--- src/co2_sensor_uart_frame_engine_assert.svh ---
// Assertion macros for the sensor frame engine.
// Each macro expects signals named clk and rst_n in the enclosing module.
`ifndef CO2_SENSOR_UART_FRAME_ENGINE_ASSERT_SVH
`define CO2_SENSOR_UART_FRAME_ENGINE_ASSERT_SVH
`ifndef ASSERT_OFF
`define CSE_ASSERT_IMPL(lbl, ante, cons, msg) \
    lbl: assert property (@(posedge clk) disable iff (!rst_n) (ante) |-> (cons)) \
        else $error(msg);
`define CSE_ASSERT_NEVER(lbl, cond, msg) \
    lbl: assert property (@(posedge clk) disable iff (!rst_n) !(cond)) \
        else $error(msg);
`else
`define CSE_ASSERT_IMPL(lbl, ante, cons, msg)
`define CSE_ASSERT_NEVER(lbl, cond, msg)
`endif
`endif

--- src/cse_pkg.sv ---
package cse_pkg;

    localparam int FRAME_BYTES = 9;

    localparam logic [7:0] FRAME_START = 8'hFF;
    localparam logic [7:0] FRAME_ADDR  = 8'h01;

    localparam logic [15:0] TIMEOUT_RESET = 16'd1000;
    localparam logic [15:0] RANGE_2000    = 16'd2000;
    localparam logic [15:0] RANGE_5000    = 16'd5000;

    typedef enum logic [1:0] {
        CMD_SEND    = 2'd0,
        CMD_RX_BYTE = 2'd1,
        CMD_TICK    = 2'd2
    } cmd_t;

    typedef enum logic [1:0] {
        ST_OK       = 2'd0,
        ST_MISMATCH = 2'd1,
        ST_CHECKSUM = 2'd2,
        ST_TIMEOUT  = 2'd3
    } status_t;

    typedef enum logic {
        KIND_TX     = 1'b0,
        KIND_RESULT = 1'b1
    } kind_t;

    typedef struct packed {
        kind_t       kind;
        logic [7:0]  tx_byte;
        logic        last;
        status_t     status;
        logic [15:0] co2_ppm;
        logic [15:0] range_ppm;
        logic        range_valid;
        logic        auto_cal_on;
        logic [31:0] version_ascii;
    } result_t;

endpackage

--- src/cse_ifs.sv ---
interface cse_req_if import cse_pkg::*;
(
);
    logic       valid;
    logic       ready;
    logic [1:0] cmd;
    logic [7:0] command_byte;
    logic [7:0] arg_byte3;
    logic [7:0] arg_byte4;
    logic [7:0] arg_byte5;
    logic [7:0] arg_byte6;
    logic [7:0] arg_byte7;
    logic [7:0] rx_byte;

    modport source
    (
        output valid, cmd, command_byte, arg_byte3, arg_byte4, arg_byte5,
               arg_byte6, arg_byte7, rx_byte,
        input  ready
    );
    modport sink
    (
        input  valid, cmd, command_byte, arg_byte3, arg_byte4, arg_byte5,
               arg_byte6, arg_byte7, rx_byte,
        output ready
    );
endinterface

interface cse_rsp_if import cse_pkg::*;
(
);
    logic        valid;
    logic        ready;
    kind_t       kind;
    logic [7:0]  tx_byte;
    logic        last;
    status_t     status;
    logic [15:0] co2_ppm;
    logic [15:0] range_ppm;
    logic        range_valid;
    logic        auto_cal_on;
    logic [31:0] version_ascii;

    modport source
    (
        output valid, kind, tx_byte, last, status, co2_ppm, range_ppm,
               range_valid, auto_cal_on, version_ascii,
        input  ready
    );
    modport sink
    (
        input  valid, kind, tx_byte, last, status, co2_ppm, range_ppm,
               range_valid, auto_cal_on, version_ascii,
        output ready
    );
endinterface

interface cse_cfg_if import cse_pkg::*;
(
);
    logic        valid;
    logic        ready;
    logic [15:0] data;

    modport source
    (
        output valid, data,
        input  ready
    );
    modport sink
    (
        input  valid, data,
        output ready
    );
endinterface

--- src/co2_sensor_uart_frame_engine.sv ---
// Frame engine for a 9-byte sensor link. Each beat on req is a send, a received
// byte or a time tick. For received bytes and ticks, a result, when there is one,
// sits in the output register the cycle after the beat, and req stays ready while
// that register is drained or empty and no send is running, so one item per cycle
// flows. A send produces nine transmit beats (FF, 01, command, five arguments,
// checksum, with last on the checksum) from a small frame buffer, one per rsp
// beat; req is held off until the checksum byte is in the output register. The
// response window is armed by the send and closes on the ninth received byte or
// when the tick count reaches the timeout value written on cfg (reset 1000).
`include "co2_sensor_uart_frame_engine_assert.svh"

module co2_sensor_uart_frame_engine import cse_pkg::*;
(
    input  logic         clk,
    input  logic         rst_n,
    cse_req_if.sink      req,
    cse_rsp_if.source    rsp,
    cse_cfg_if.sink      cfg
);

    localparam int RX_STORED = FRAME_BYTES - 1;
    localparam int TX_STORED = FRAME_BYTES - 1;

    logic [15:0] timeout_reg;
    logic        waiting_reg,    waiting_next;
    logic [3:0]  rx_count_reg,   rx_count_next;
    logic [15:0] tick_count_reg, tick_count_next;
    logic [7:0]  sent_cmd_reg,   sent_cmd_next;
    logic        tx_busy_reg,    tx_busy_next;
    logic [2:0]  tx_idx_reg,     tx_idx_next;
    logic        out_valid_reg,  out_valid_next;
    result_t     res_reg,        res_next;

    // frame bytes 1..8 of the current send, and response bytes 0..7
    logic [7:0]  tx_buf_reg [TX_STORED];
    logic [7:0]  rx_store   [RX_STORED];

    logic        out_free;
    logic        in_accept;
    logic        rx_wr;
    logic        tx_load;
    logic [7:0]  tx_sum;
    logic [7:0]  rx_sum;
    logic [15:0] tick_inc;
    logic [15:0] range_val;

    assign out_free  = !out_valid_reg || rsp.ready;
    assign req.ready = !tx_busy_reg && out_free;
    assign in_accept = req.valid && req.ready;
    assign cfg.ready = 1'b1;

    assign tx_sum = 8'(FRAME_ADDR + req.command_byte + req.arg_byte3 + req.arg_byte4
                       + req.arg_byte5 + req.arg_byte6 + req.arg_byte7);
    assign rx_sum = 8'(rx_store[1] + rx_store[2] + rx_store[3] + rx_store[4]
                       + rx_store[5] + rx_store[6] + rx_store[7]);
    assign tick_inc  = (tick_count_reg == 16'hFFFF) ? tick_count_reg
                                                    : 16'(tick_count_reg + 16'd1);
    assign range_val = {rx_store[4], rx_store[5]};

    always_comb
    begin
        waiting_next    = waiting_reg;
        rx_count_next   = rx_count_reg;
        tick_count_next = tick_count_reg;
        sent_cmd_next   = sent_cmd_reg;
        tx_busy_next    = tx_busy_reg;
        tx_idx_next     = tx_idx_reg;
        out_valid_next  = out_valid_reg;
        res_next        = res_reg;
        rx_wr           = 1'b0;
        tx_load         = 1'b0;

        if (out_free)
        begin
            out_valid_next = 1'b0;
        end

        if (tx_busy_reg && out_free)
        begin
            out_valid_next   = 1'b1;
            res_next         = '0;
            res_next.kind    = KIND_TX;
            res_next.tx_byte = tx_buf_reg[tx_idx_reg];
            res_next.last    = (tx_idx_reg == 3'(TX_STORED - 1));
            tx_idx_next      = 3'(tx_idx_reg + 3'd1);
            if (res_next.last)
            begin
                tx_busy_next = 1'b0;
            end
        end
        else if (in_accept)
        begin
            case (req.cmd)
                CMD_SEND:
                begin
                    out_valid_next   = 1'b1;
                    res_next         = '0;
                    res_next.kind    = KIND_TX;
                    res_next.tx_byte = FRAME_START;
                    tx_load          = 1'b1;
                    tx_busy_next     = 1'b1;
                    tx_idx_next      = '0;
                    waiting_next     = 1'b1;
                    rx_count_next    = '0;
                    tick_count_next  = '0;
                    sent_cmd_next    = req.command_byte;
                end
                CMD_RX_BYTE:
                begin
                    if (waiting_reg)
                    begin
                        if (rx_count_reg == 4'(FRAME_BYTES - 1))
                        begin
                            // ninth byte is the checksum, taken straight from the beat
                            waiting_next   = 1'b0;
                            rx_count_next  = '0;
                            out_valid_next = 1'b1;
                            res_next       = '0;
                            res_next.kind  = KIND_RESULT;
                            if (8'(rx_sum + req.rx_byte) != 8'h00)
                            begin
                                res_next.status = ST_CHECKSUM;
                            end
                            else if (rx_store[0] != FRAME_START || rx_store[1] != sent_cmd_reg)
                            begin
                                res_next.status = ST_MISMATCH;
                            end
                            else
                            begin
                                res_next.status        = ST_OK;
                                res_next.co2_ppm       = {rx_store[2], rx_store[3]};
                                res_next.range_ppm     = range_val;
                                res_next.range_valid   = (range_val == RANGE_2000)
                                                      || (range_val == RANGE_5000);
                                res_next.auto_cal_on   = rx_store[7][0];
                                res_next.version_ascii = {rx_store[2], rx_store[3],
                                                          rx_store[4], rx_store[5]};
                            end
                        end
                        else
                        begin
                            rx_wr         = 1'b1;
                            rx_count_next = 4'(rx_count_reg + 4'd1);
                        end
                    end
                end
                CMD_TICK:
                begin
                    if (waiting_reg)
                    begin
                        tick_count_next = tick_inc;
                        if (tick_inc >= timeout_reg)
                        begin
                            waiting_next    = 1'b0;
                            rx_count_next   = '0;
                            out_valid_next  = 1'b1;
                            res_next        = '0;
                            res_next.kind   = KIND_RESULT;
                            res_next.status = ST_TIMEOUT;
                        end
                    end
                end
                default:
                begin
                end
            endcase
        end
    end

    always_ff @(posedge clk or negedge rst_n)
    begin
        if (!rst_n)
        begin
            timeout_reg    <= TIMEOUT_RESET;
            waiting_reg    <= 1'b0;
            rx_count_reg   <= '0;
            tick_count_reg <= '0;
            sent_cmd_reg   <= '0;
            tx_busy_reg    <= 1'b0;
            tx_idx_reg     <= '0;
            out_valid_reg  <= 1'b0;
        end
        else
        begin
            if (cfg.valid && cfg.ready)
            begin
                timeout_reg <= cfg.data;
            end
            waiting_reg    <= waiting_next;
            rx_count_reg   <= rx_count_next;
            tick_count_reg <= tick_count_next;
            sent_cmd_reg   <= sent_cmd_next;
            tx_busy_reg    <= tx_busy_next;
            tx_idx_reg     <= tx_idx_next;
            out_valid_reg  <= out_valid_next;
        end
    end

    always_ff @(posedge clk)
    begin
        res_reg <= res_next;
        if (tx_load)
        begin
            tx_buf_reg[0] <= FRAME_ADDR;
            tx_buf_reg[1] <= req.command_byte;
            tx_buf_reg[2] <= req.arg_byte3;
            tx_buf_reg[3] <= req.arg_byte4;
            tx_buf_reg[4] <= req.arg_byte5;
            tx_buf_reg[5] <= req.arg_byte6;
            tx_buf_reg[6] <= req.arg_byte7;
            tx_buf_reg[7] <= 8'(8'h00 - tx_sum);
        end
        if (rx_wr)
        begin
            rx_store[rx_count_reg[2:0]] <= req.rx_byte;
        end
    end

    assign rsp.valid         = out_valid_reg;
    assign rsp.kind          = res_reg.kind;
    assign rsp.tx_byte       = res_reg.tx_byte;
    assign rsp.last          = res_reg.last;
    assign rsp.status        = res_reg.status;
    assign rsp.co2_ppm       = res_reg.co2_ppm;
    assign rsp.range_ppm     = res_reg.range_ppm;
    assign rsp.range_valid   = res_reg.range_valid;
    assign rsp.auto_cal_on   = res_reg.auto_cal_on;
    assign rsp.version_ascii = res_reg.version_ascii;

    `CSE_ASSERT_NEVER(a_tx_run_gap, out_valid_reg && res_reg.kind == KIND_TX && !res_reg.last && !tx_busy_reg, "transmit run ended before checksum beat")
    `CSE_ASSERT_IMPL(a_idle_count, !waiting_reg, rx_count_reg == 4'd0, "receive count not cleared when idle")
    `CSE_ASSERT_NEVER(a_count_range, rx_count_reg > 4'(FRAME_BYTES - 1), "receive count past frame")
    `CSE_ASSERT_IMPL(a_err_zero, out_valid_reg && res_reg.kind == KIND_RESULT && res_reg.status != ST_OK, res_reg.co2_ppm == 16'd0 && res_reg.range_ppm == 16'd0 && !res_reg.range_valid && !res_reg.auto_cal_on && res_reg.version_ascii == 32'd0, "error result carries data")

endmodule
--- src/flat_wrapper.sv ---
// flat-port wrapper written by rule: the top's interface ports become plain ports
module co2_sensor_uart_frame_engine_flat import cse_pkg::*;
  (clk, rst_n, req_valid, req_cmd, req_command_byte, req_arg_byte3, req_arg_byte4, req_arg_byte5, req_arg_byte6, req_arg_byte7, req_rx_byte, req_ready, rsp_valid, rsp_kind, rsp_tx_byte, rsp_last, rsp_status, rsp_co2_ppm, rsp_range_ppm, rsp_range_valid, rsp_auto_cal_on, rsp_version_ascii, rsp_ready, cfg_valid, cfg_data, cfg_ready);
  cse_req_if req_i ();
  cse_rsp_if rsp_i ();
  cse_cfg_if cfg_i ();
  input  logic clk;
  input  logic rst_n;
  input wire logic [$bits(req_i.valid)-1:0] req_valid;
  input wire logic [$bits(req_i.cmd)-1:0] req_cmd;
  input wire logic [$bits(req_i.command_byte)-1:0] req_command_byte;
  input wire logic [$bits(req_i.arg_byte3)-1:0] req_arg_byte3;
  input wire logic [$bits(req_i.arg_byte4)-1:0] req_arg_byte4;
  input wire logic [$bits(req_i.arg_byte5)-1:0] req_arg_byte5;
  input wire logic [$bits(req_i.arg_byte6)-1:0] req_arg_byte6;
  input wire logic [$bits(req_i.arg_byte7)-1:0] req_arg_byte7;
  input wire logic [$bits(req_i.rx_byte)-1:0] req_rx_byte;
  output wire logic [$bits(req_i.ready)-1:0] req_ready;
  output wire logic [$bits(rsp_i.valid)-1:0] rsp_valid;
  output wire logic [$bits(rsp_i.kind)-1:0] rsp_kind;
  output wire logic [$bits(rsp_i.tx_byte)-1:0] rsp_tx_byte;
  output wire logic [$bits(rsp_i.last)-1:0] rsp_last;
  output wire logic [$bits(rsp_i.status)-1:0] rsp_status;
  output wire logic [$bits(rsp_i.co2_ppm)-1:0] rsp_co2_ppm;
  output wire logic [$bits(rsp_i.range_ppm)-1:0] rsp_range_ppm;
  output wire logic [$bits(rsp_i.range_valid)-1:0] rsp_range_valid;
  output wire logic [$bits(rsp_i.auto_cal_on)-1:0] rsp_auto_cal_on;
  output wire logic [$bits(rsp_i.version_ascii)-1:0] rsp_version_ascii;
  input wire logic [$bits(rsp_i.ready)-1:0] rsp_ready;
  input wire logic [$bits(cfg_i.valid)-1:0] cfg_valid;
  input wire logic [$bits(cfg_i.data)-1:0] cfg_data;
  output wire logic [$bits(cfg_i.ready)-1:0] cfg_ready;
  assign req_i.valid = req_valid;
  assign req_i.cmd = req_cmd;
  assign req_i.command_byte = req_command_byte;
  assign req_i.arg_byte3 = req_arg_byte3;
  assign req_i.arg_byte4 = req_arg_byte4;
  assign req_i.arg_byte5 = req_arg_byte5;
  assign req_i.arg_byte6 = req_arg_byte6;
  assign req_i.arg_byte7 = req_arg_byte7;
  assign req_i.rx_byte = req_rx_byte;
  assign req_ready = req_i.ready;
  assign rsp_valid = rsp_i.valid;
  assign rsp_kind = rsp_i.kind;
  assign rsp_tx_byte = rsp_i.tx_byte;
  assign rsp_last = rsp_i.last;
  assign rsp_status = rsp_i.status;
  assign rsp_co2_ppm = rsp_i.co2_ppm;
  assign rsp_range_ppm = rsp_i.range_ppm;
  assign rsp_range_valid = rsp_i.range_valid;
  assign rsp_auto_cal_on = rsp_i.auto_cal_on;
  assign rsp_version_ascii = rsp_i.version_ascii;
  assign rsp_i.ready = rsp_ready;
  assign cfg_i.valid = cfg_valid;
  assign cfg_i.data = cfg_data;
  assign cfg_ready = cfg_i.ready;
  co2_sensor_uart_frame_engine u_core (.clk(clk), .rst_n(rst_n), .req(req_i), .rsp(rsp_i), .cfg(cfg_i));
endmodule
--- config.mk ---
export PLATFORM = sky130hd
export DESIGN_NAME = co2_sensor_uart_frame_engine_flat
export DESIGN_NICKNAME = d
export VERILOG_FILES = /design/src/cse_pkg.sv /design/src/cse_ifs.sv /design/src/co2_sensor_uart_frame_engine.sv /design/src/flat_wrapper.sv
export VERILOG_INCLUDE_DIRS = /design/src /design/src/src
export SDC_FILE = /design/constraint.sdc
export NUM_CORES = 1
export LEC_CHECK = 0
export BUFFER_PORTS_ARGS = -buffer_cell sky130_fd_sc_hd__buf_4
export CELL_PAD_IN_SITES_DETAIL_PLACEMENT = 0
export CELL_PAD_IN_SITES_GLOBAL_PLACEMENT = 1
export CORE_ASPECT_RATIO = 1.5
export CORE_UTILIZATION = 42
export CTS_CLUSTER_SIZE = 12
export DETAILED_ROUTE_END_ITERATION = 7
export HOLD_SLACK_MARGIN = 0.05
export PLACE_DENSITY = 0.85
export SYNTH_ARGS = -nofsm -noshare
export SYNTH_HDL_FRONTEND = slang
export SYNTH_SLANG_ARGS = --single-unit
--- constraint.sdc ---
create_clock -name clk -period 4.3 [get_ports clk]
set_input_delay 0.86 -clock clk [delete_from_list [all_inputs] [get_ports clk]]
set_output_delay 0.86 -clock clk [all_outputs]
set_load 0.03 [all_outputs]
==> out/metrics.yaml, run 1 <==
cts:
  cts_tree: "built"
  clk_pin_slew_ns: 0.07
  clk_path_buf_depth: 3
  clk_latency_ns: 0.52
  numClockSinks: 216
  postCtsHoldBufs: 0
  cts_buffers: 23
  cts.htree.levels: 1
  clockRootBuffer: "clkbuf_16"
worst_setup_path:
  reg2reg_from: "u_core.rx_store[4][2]$_DFFE_PP_"
  worst_path_max_delay_cell: "fa_2"
  slowest_delay_ns: 0.64
  cp-startpoint: "u_core.rx_store[4][2]$_DFFE_PP_"
  worstPathArrival_ns: 5.02
  crit_top_cell: "fa_1"
  path_cells: "fa_2, inv_2, fa_1, fa_1, fa_1, inv_1, ha_2, inv_2, fa_2, nand2b_1, nor4_2, o21ai_2, nor4_4, buf_6, clkbuf_16, nand3_1, nand2_1"
  crit_fanout: 6
  rr_worst_depth: 17
  required_ns: 4.76
  cp-end-kind: "flip-flop"
  crit_path_start_kind: "flip-flop"
  criticalPathCategory: "reg2reg"
detailed_routing:
  first_iter_violations: 363
  drtPass1Iterations: 5
  detail-route-antenna-nets: 0
  post_drt_wl_per_cell_microns: 17.3
  routed_via_density: 5.09
  via_count: 7787
  wl_mm: 26.4
  route.detailed.drc: 0
finish:
  mostFrequentLayoutCells: "buf_4, edfxtp_1, inv_1"
  area_growth_pct: 24.2
  fill_cells: 2343
  largest_reg_flops: 64
  drive_above_1_share: 0.287
  stdcell_count: 1530
  num_antenna_cells: 0
  nets: 1361
  layout_commonest_cell: "buf_4"
synthesis:
  yosysWarnings: 0
  syn_inst: 989
  synth_flop_cell: "edfxtp_1"
  ys_top_cells_by_area: "edfxtp_1, fa_1, dfrtp_1"
  synth_top_area_share: 0.338
  synth_nets: 1174
  synth_area_per_cell_sq_um: 11.6
  synth.largest_area_cell: "edfxtp_1"
  postSynth.asyncResetShare: 0.231
  ys_ff_latch: 216
  ys_seq_area_frac: 0.513
  synth_edf_count: 129
  synth_area_sq_mm: 0.0115
  ys_types: 59
run_status:
  status: "finished, violations left"
  violations: "setup timing"
placed_design:
  dpl_worst_slack_ns: -0.874
  gp_congestion: 0.897
  dp.cells: 1479
  dp_hpwl_mm: 19.9
  io_buffers: 158
timing:
  slew_headroom: 0.336
  rsz0062_at_grt: "true"
  tns_ns: -8.13
  setup_viol: 36
  finClkSkew_ns: 0.0178
  hold_viol: 0
  finalCriticalPeriod_ns: 4.57
  finalCritPeriodShare: 1.06
  worst_slack_ns: -0.269
  fmax_mhz: 219
  drv_slew: 0
  hold_ws_ns: 0.371
  worstMarginPinSlew_ns: 0.996
global_route:
  grt_antenna_before_repair: 0
  grt-ovfl-total: 0
  grt_pass1_vias: 8141
  grt_max_degree: 51
  grt_pass1_wl_mm: 41.8
  grt_util_all_layers: 0.196
power_and_ir_drop:
  p_per_area_mw_per_mm2: 432
  p_total_uw: 6150
  ir_worst_vdd_v: 0.000271
  leakage_uw: 0.00616
die:
  fp.dieW_microns: 137
  die_area_sq_mm: 0.0280
  start_util: 0.430
  num_io_pins: 160
  core.rowCount: 73
  dieHeight_microns: 204
  core_sq_mm: 0.0267
hold_path:
  hold_class: "in2async"
run:
  maxCapViolCount: 0
## final timing paths
path / to / slack, ns
setup reg to reg: u_core.rsp.version_ascii[13]$_SDFFE_PP0P_ / -0.27
max in group asynchronous: u_core.rx_count_reg[3]$_DFFE_PN0P_ / 3.49
min in group clk: u_core.rsp.version_ascii[16]$_SDFFE_PP0P_ / 0.47
hold / removal: u_core.rsp.valid$_DFF_PN0_ / 0.37
hold reg to reg: u_core.rsp.version_ascii[16]$_SDFFE_PP0P_ / 0.47
setup / recovery: u_core.rsp.version_ascii[13]$_SDFFE_PP0P_ / -0.27
## Yosys cell counts, types with 2 or more instances
master / n
xor2_1: 9
nor2_1: 20
nand4_1: 9
fa_1: 65
and2_1: 7
o21a_1: 3
ha_1: 41
mux2i_1: 3
o31ai_1: 4
dfxtp_1: 37
a22o_1: 3
o21ai_0: 59
a21o_1: 9
nand2_1: 99
edfxtp_1: 129
nor4_1: 2
a211oi_1: 2
a21oi_1: 40
clkbuf_1: 29
xnor2_1: 38
and4_1: 2
buf_4: 33
nand3_1: 82
mux4_2: 8
nor3b_1: 4
nand2b_1: 8
buf_2: 4
nor3_1: 6
a22oi_1: 6
nor4b_1: 2
inv_1: 117
a31oi_1: 4
mux2_2: 13
nor2b_1: 5
and3_1: 7
nand3b_1: 2
buf_1: 2
o211ai_1: 2
xnor3_1: 2
dfstp_2: 6
or3_1: 2
or4_1: 4
dfrtp_1: 44
## power by group
part / switching, uW / internal [uW]
registers: 184 / 2430
logic: 939 / 786
clock network: 808 / 1000
total: 1930 / 4220
## cell families (layout without fill, tap and decap cells)
logic type	after synthesis	in the layout	synth area share
simple gates	266	266	0.114
compound gates	142	142	0.0723
buf+inv	185	389	0.0718
xor+xnor	49	49	0.0399
flops	216	216	0.513
other cells	1	1	0.000327
mux	24	24	0.0311
fa+ha+maj	106	106	0.158
## cell type report
type	instances	area, sq um	area share
well taps	337	422	0.0296
multi-input cells	588	5020	0.353
flip-flops and latches	216	5870	0.413
repair buffers	230	1810	0.127
clock inverters	7	50.0	0.00352
inverters	117	439	0.0309
clock buffers	35	621	0.0436
## metal layers
metal  up-vias  global-route usage  wire length (microns)
li1       3736                   -                      -
met1      3777               0.218                   9880
met2       228               0.375                  14400
met3        46              0.0268                   1340
met4         0              0.0659                    832
met5         -                   0                      0
## critical path: cells and delay by family, from the launching register on
family | cells | cell delay, ns
and+or+nand+nor | 5 | 0.70
AOI/OAI and AO/OA | 1 | 0.13
DFF | 1 | 0.43
buffers and inverters | 5 | 0.50
adders and majority gates | 6 | 2.74
## per-stage QoR
stage / cell area (sq um) / util
2_1_floorplan: 11600 / -
3_3_place_gp: 13400 / 0.502
3_5_place_dp: 13400 / 0.502
4_1_cts: 14100 / 0.529
5_1_grt: 14200 / 0.534
6_report: 14200 / 0.534
## timing repair
item                                    in CTS  in global routing
pin swaps                                    5                  3
gates resized for setup                      5                 18
gates cloned                                 0                  1
endpoints found under the setup margin      36                 45
setup buffers                                5                  3
Note: power is estimated with default switching activity, not from simulation.
==> run 2, diff against run 1 <==
--- a/config.mk
+++ b/config.mk
@@ -10,11 +10,11 @@
 export CELL_PAD_IN_SITES_DETAIL_PLACEMENT = 0
 export CELL_PAD_IN_SITES_GLOBAL_PLACEMENT = 1
 export CORE_ASPECT_RATIO = 1.5
-export CORE_UTILIZATION = 42
+export CORE_UTILIZATION = 45
 export CTS_CLUSTER_SIZE = 12
 export DETAILED_ROUTE_END_ITERATION = 7
 export HOLD_SLACK_MARGIN = 0.05
-export PLACE_DENSITY = 0.85
+export PLACE_DENSITY = 0.86
 export SYNTH_ARGS = -nofsm -noshare
 export SYNTH_HDL_FRONTEND = slang
 export SYNTH_SLANG_ARGS = --single-unit
==> constraint.sdc (replaced) <==
create_clock -name clk -period 5.43 [get_ports clk]
set_input_delay 1.086 -clock clk [delete_from_list [all_inputs] [get_ports clk]]
set_output_delay 1.086 -clock clk [all_outputs]
set_load 0.03 [all_outputs]
==> out/metrics.yaml, run 2 (synthesis results as in run 1) <==
placed_design:
  io_buffers: 158  # unchanged
  gp_congestion: 0.828  # -7.7%
  dp_hpwl_mm: 19.1  # -3.9%
  place_area_sq_mm: 0.0129  # -3.8%
  dp.cells: 1432  # -3.2%
power_and_ir_drop:
  leakage_uw: 0.00590  # -4.2%
  seq_power_share: 0.436  # +0.011
  clkPwrFrac: 0.303  # +0.009
  p_total_uw: 4810  # -22%
  p_per_area_mw_per_mm2: 354  # -18%
  ir_worst_vdd_v: 0.000238  # -12%
  p_switching_uw: 1480  # -23%
  internal_power_uw: 3330  # -21%
  p_comb_frac: 0.260  # -0.020
  switching_share: 0.308  # -0.00556
timing:
  slew_headroom: 0.171  # -0.164
  drv_slew: 0  # unchanged
  worstMarginPinSlew_ns: 1.24  # +0.244 ns
  finalCritPeriodShare: 0.932
  tns_ns: 0  # +8.13 ns
  finalCriticalPeriod_ns: 5.06
  fmax_mhz: 198
  rsz0062_at_grt: "false"
  finClkSkew_ns: 0.0107  # -0.00710 ns
  hold_ws_ns: 0.457  # +0.0859 ns
  hold_viol: 0  # unchanged
  setup_viol: 0  # -100%
run:
  maxCapViolCount: 0  # unchanged
die:
  die_area_sq_mm: 0.0261  # -6.6%
  dieHeight_microns: 197  # -3.4%
  core.rowCount: 71  # -2.7%
  num_io_pins: 160  # unchanged
  fp.dieW_microns: 132  # -3.3%
  core_sq_mm: 0.0251  # -6.1%
  start_util: 0.457  # +0.0278
finish:
  mostFrequentLayoutCells: "buf_4, edfxtp_1, inv_1"
  stdcell_area_sq_mm: 0.0136  # -4.7%
  nets: 1314  # -3.5%
  largest_reg_flops: 64  # unchanged
  drive_above_1_share: 0.216  # -0.0711
  stdcell_count: 1474  # -3.7%
  num_antenna_cells: 0  # unchanged
  layout_commonest_cell: "buf_4"
  area_growth_pct: 18.4
worst_setup_path:
  criticalPathCategory: "in2reg"
  rr_worst_depth: 18  # +1
  crit_path_start_kind: "primary input"
  cp-end-kind: "flip-flop"
  reg2reg_from: "u_core.rx_store[5][2]$_DFFE_PP_"
  worstPathArrival_ns: 5.52  # +0.50 ns
  required_ns: 5.89  # +1.13 ns
  crit_fanout: 24  # +18
  cp-startpoint: "req_rx_byte[2]"
detailed_routing:
  via_count: 7541  # -3.2%
  routed_via_density: 5.12  # +0.52%
  detail-route-antenna-nets: 0  # unchanged
  post_drt_wl_per_cell_microns: 17.1  # -1.0%
  first_iter_violations: 428  # +18%
  drtPass1Iterations: 5  # unchanged
  wl_mm: 25.2  # -4.7%
  route.detailed.drc: 0  # unchanged
cts:
  clk_pin_slew_ns: 0.06  # about the same
  postCtsHoldBufs: 0  # unchanged
  clk_latency_ns: 0.51  # about the same
  clk_path_buf_depth: 3  # unchanged
  cts_tree: "built"
  cts.htree.levels: 1  # unchanged
  clockRootBuffer: "clkbuf_16"
  numClockSinks: 216  # unchanged
  cts_buffers: 23  # unchanged
  cts.repair.resized: 0  # -5
  cts_setup_buffers: 0  # -5
global_route:
  grt_pass1_vias: 7721  # -5.2%
  grt_util_all_layers: 0.199  # +0.00304
  grt_max_degree: 51  # unchanged
  grt-ovfl-total: 0  # unchanged
  grt_pass1_wl_mm: 40.4  # -3.4%
  grt_antenna_before_repair: 0  # unchanged
run_status:
  status: "finished clean"
hold_path:
  hold_class: "reg2reg"
  min-delay-start: "u_core.rsp.auto_cal_on$_SDFFE_PP0P_"
  hold_depth: 2
run 2: path summary, 6_finish.rpt:
kind,to,slack [ns]
max in group asynchronous,u_core.rx_count_reg[3]$_DFFE_PN0P_,4.38
setup / recovery,u_core.rsp.version_ascii[22]$_SDFFE_PP0P_,0.37
hold reg to reg,u_core.rsp.auto_cal_on$_SDFFE_PP0P_,0.46
setup reg to reg,u_core.rsp.version_ascii[22]$_SDFFE_PP0P_,0.60
min in group asynchronous,u_core.rsp.valid$_DFF_PN0_,0.60
hold / removal,u_core.rsp.auto_cal_on$_SDFFE_PP0P_,0.46
run 2: routing by layer:
layer / global-route usage / part of all wire / vias up
met2: 0.383 / 0.55 / 205
met5: 0 / 0 / -
met4: 0.0545 / 0.018 / 0
met1: 0.226 / 0.38 / 3672
li1: - / - / 3634
met3: 0.0316 / 0.048 / 30
run 2: cell type report:
cell class | count | area (sq um)
clock buffer | 37 | 658
inverter | 117 | 439
fill | 2217 | 11500
timing repair buffer | 183 | 1390
clock inverter | 5 | 32.5
tap | 328 | 410
multi-input combinational | 588 | 4770
sequential | 216 | 5870
run 2: worst max-delay path: stages:
cell and delay, ns:
buf_4 0.13, fa_1 0.53, inv_1 0.05, fa_1 0.50
fa_1 0.53, fa_1 0.55, inv_1 0.04, ha_1 0.21
inv_1 0.07, fa_1 0.18, nor2b_1 0.06, or4_1 0.45
a21boi_0 0.16, o21ai_0 0.26, nor4_4 0.21, buf_4 0.18
buf_12 0.16, nand3_1 0.09, nand2_1 0.08
run 2: through the flow:
step                      utilization  setup slack (ns)
after floorplan                     -             0.252
after global placement          0.514            -0.100
after detailed placement        0.514            -0.156
after CTS                       0.542             0.368
after global routing            0.542             0.111
final                           0.542             0.371
run 2: power groups by stage:
stage,clock (uW),sequential (uW),combinational [uW]
after floorplan,0,2100,888
after global placement,0,2130,1220
after detailed placement,0,2140,1260
after CTS,1480,2100,1270
after global routing,1550,2120,1400
final,1460,2100,1250
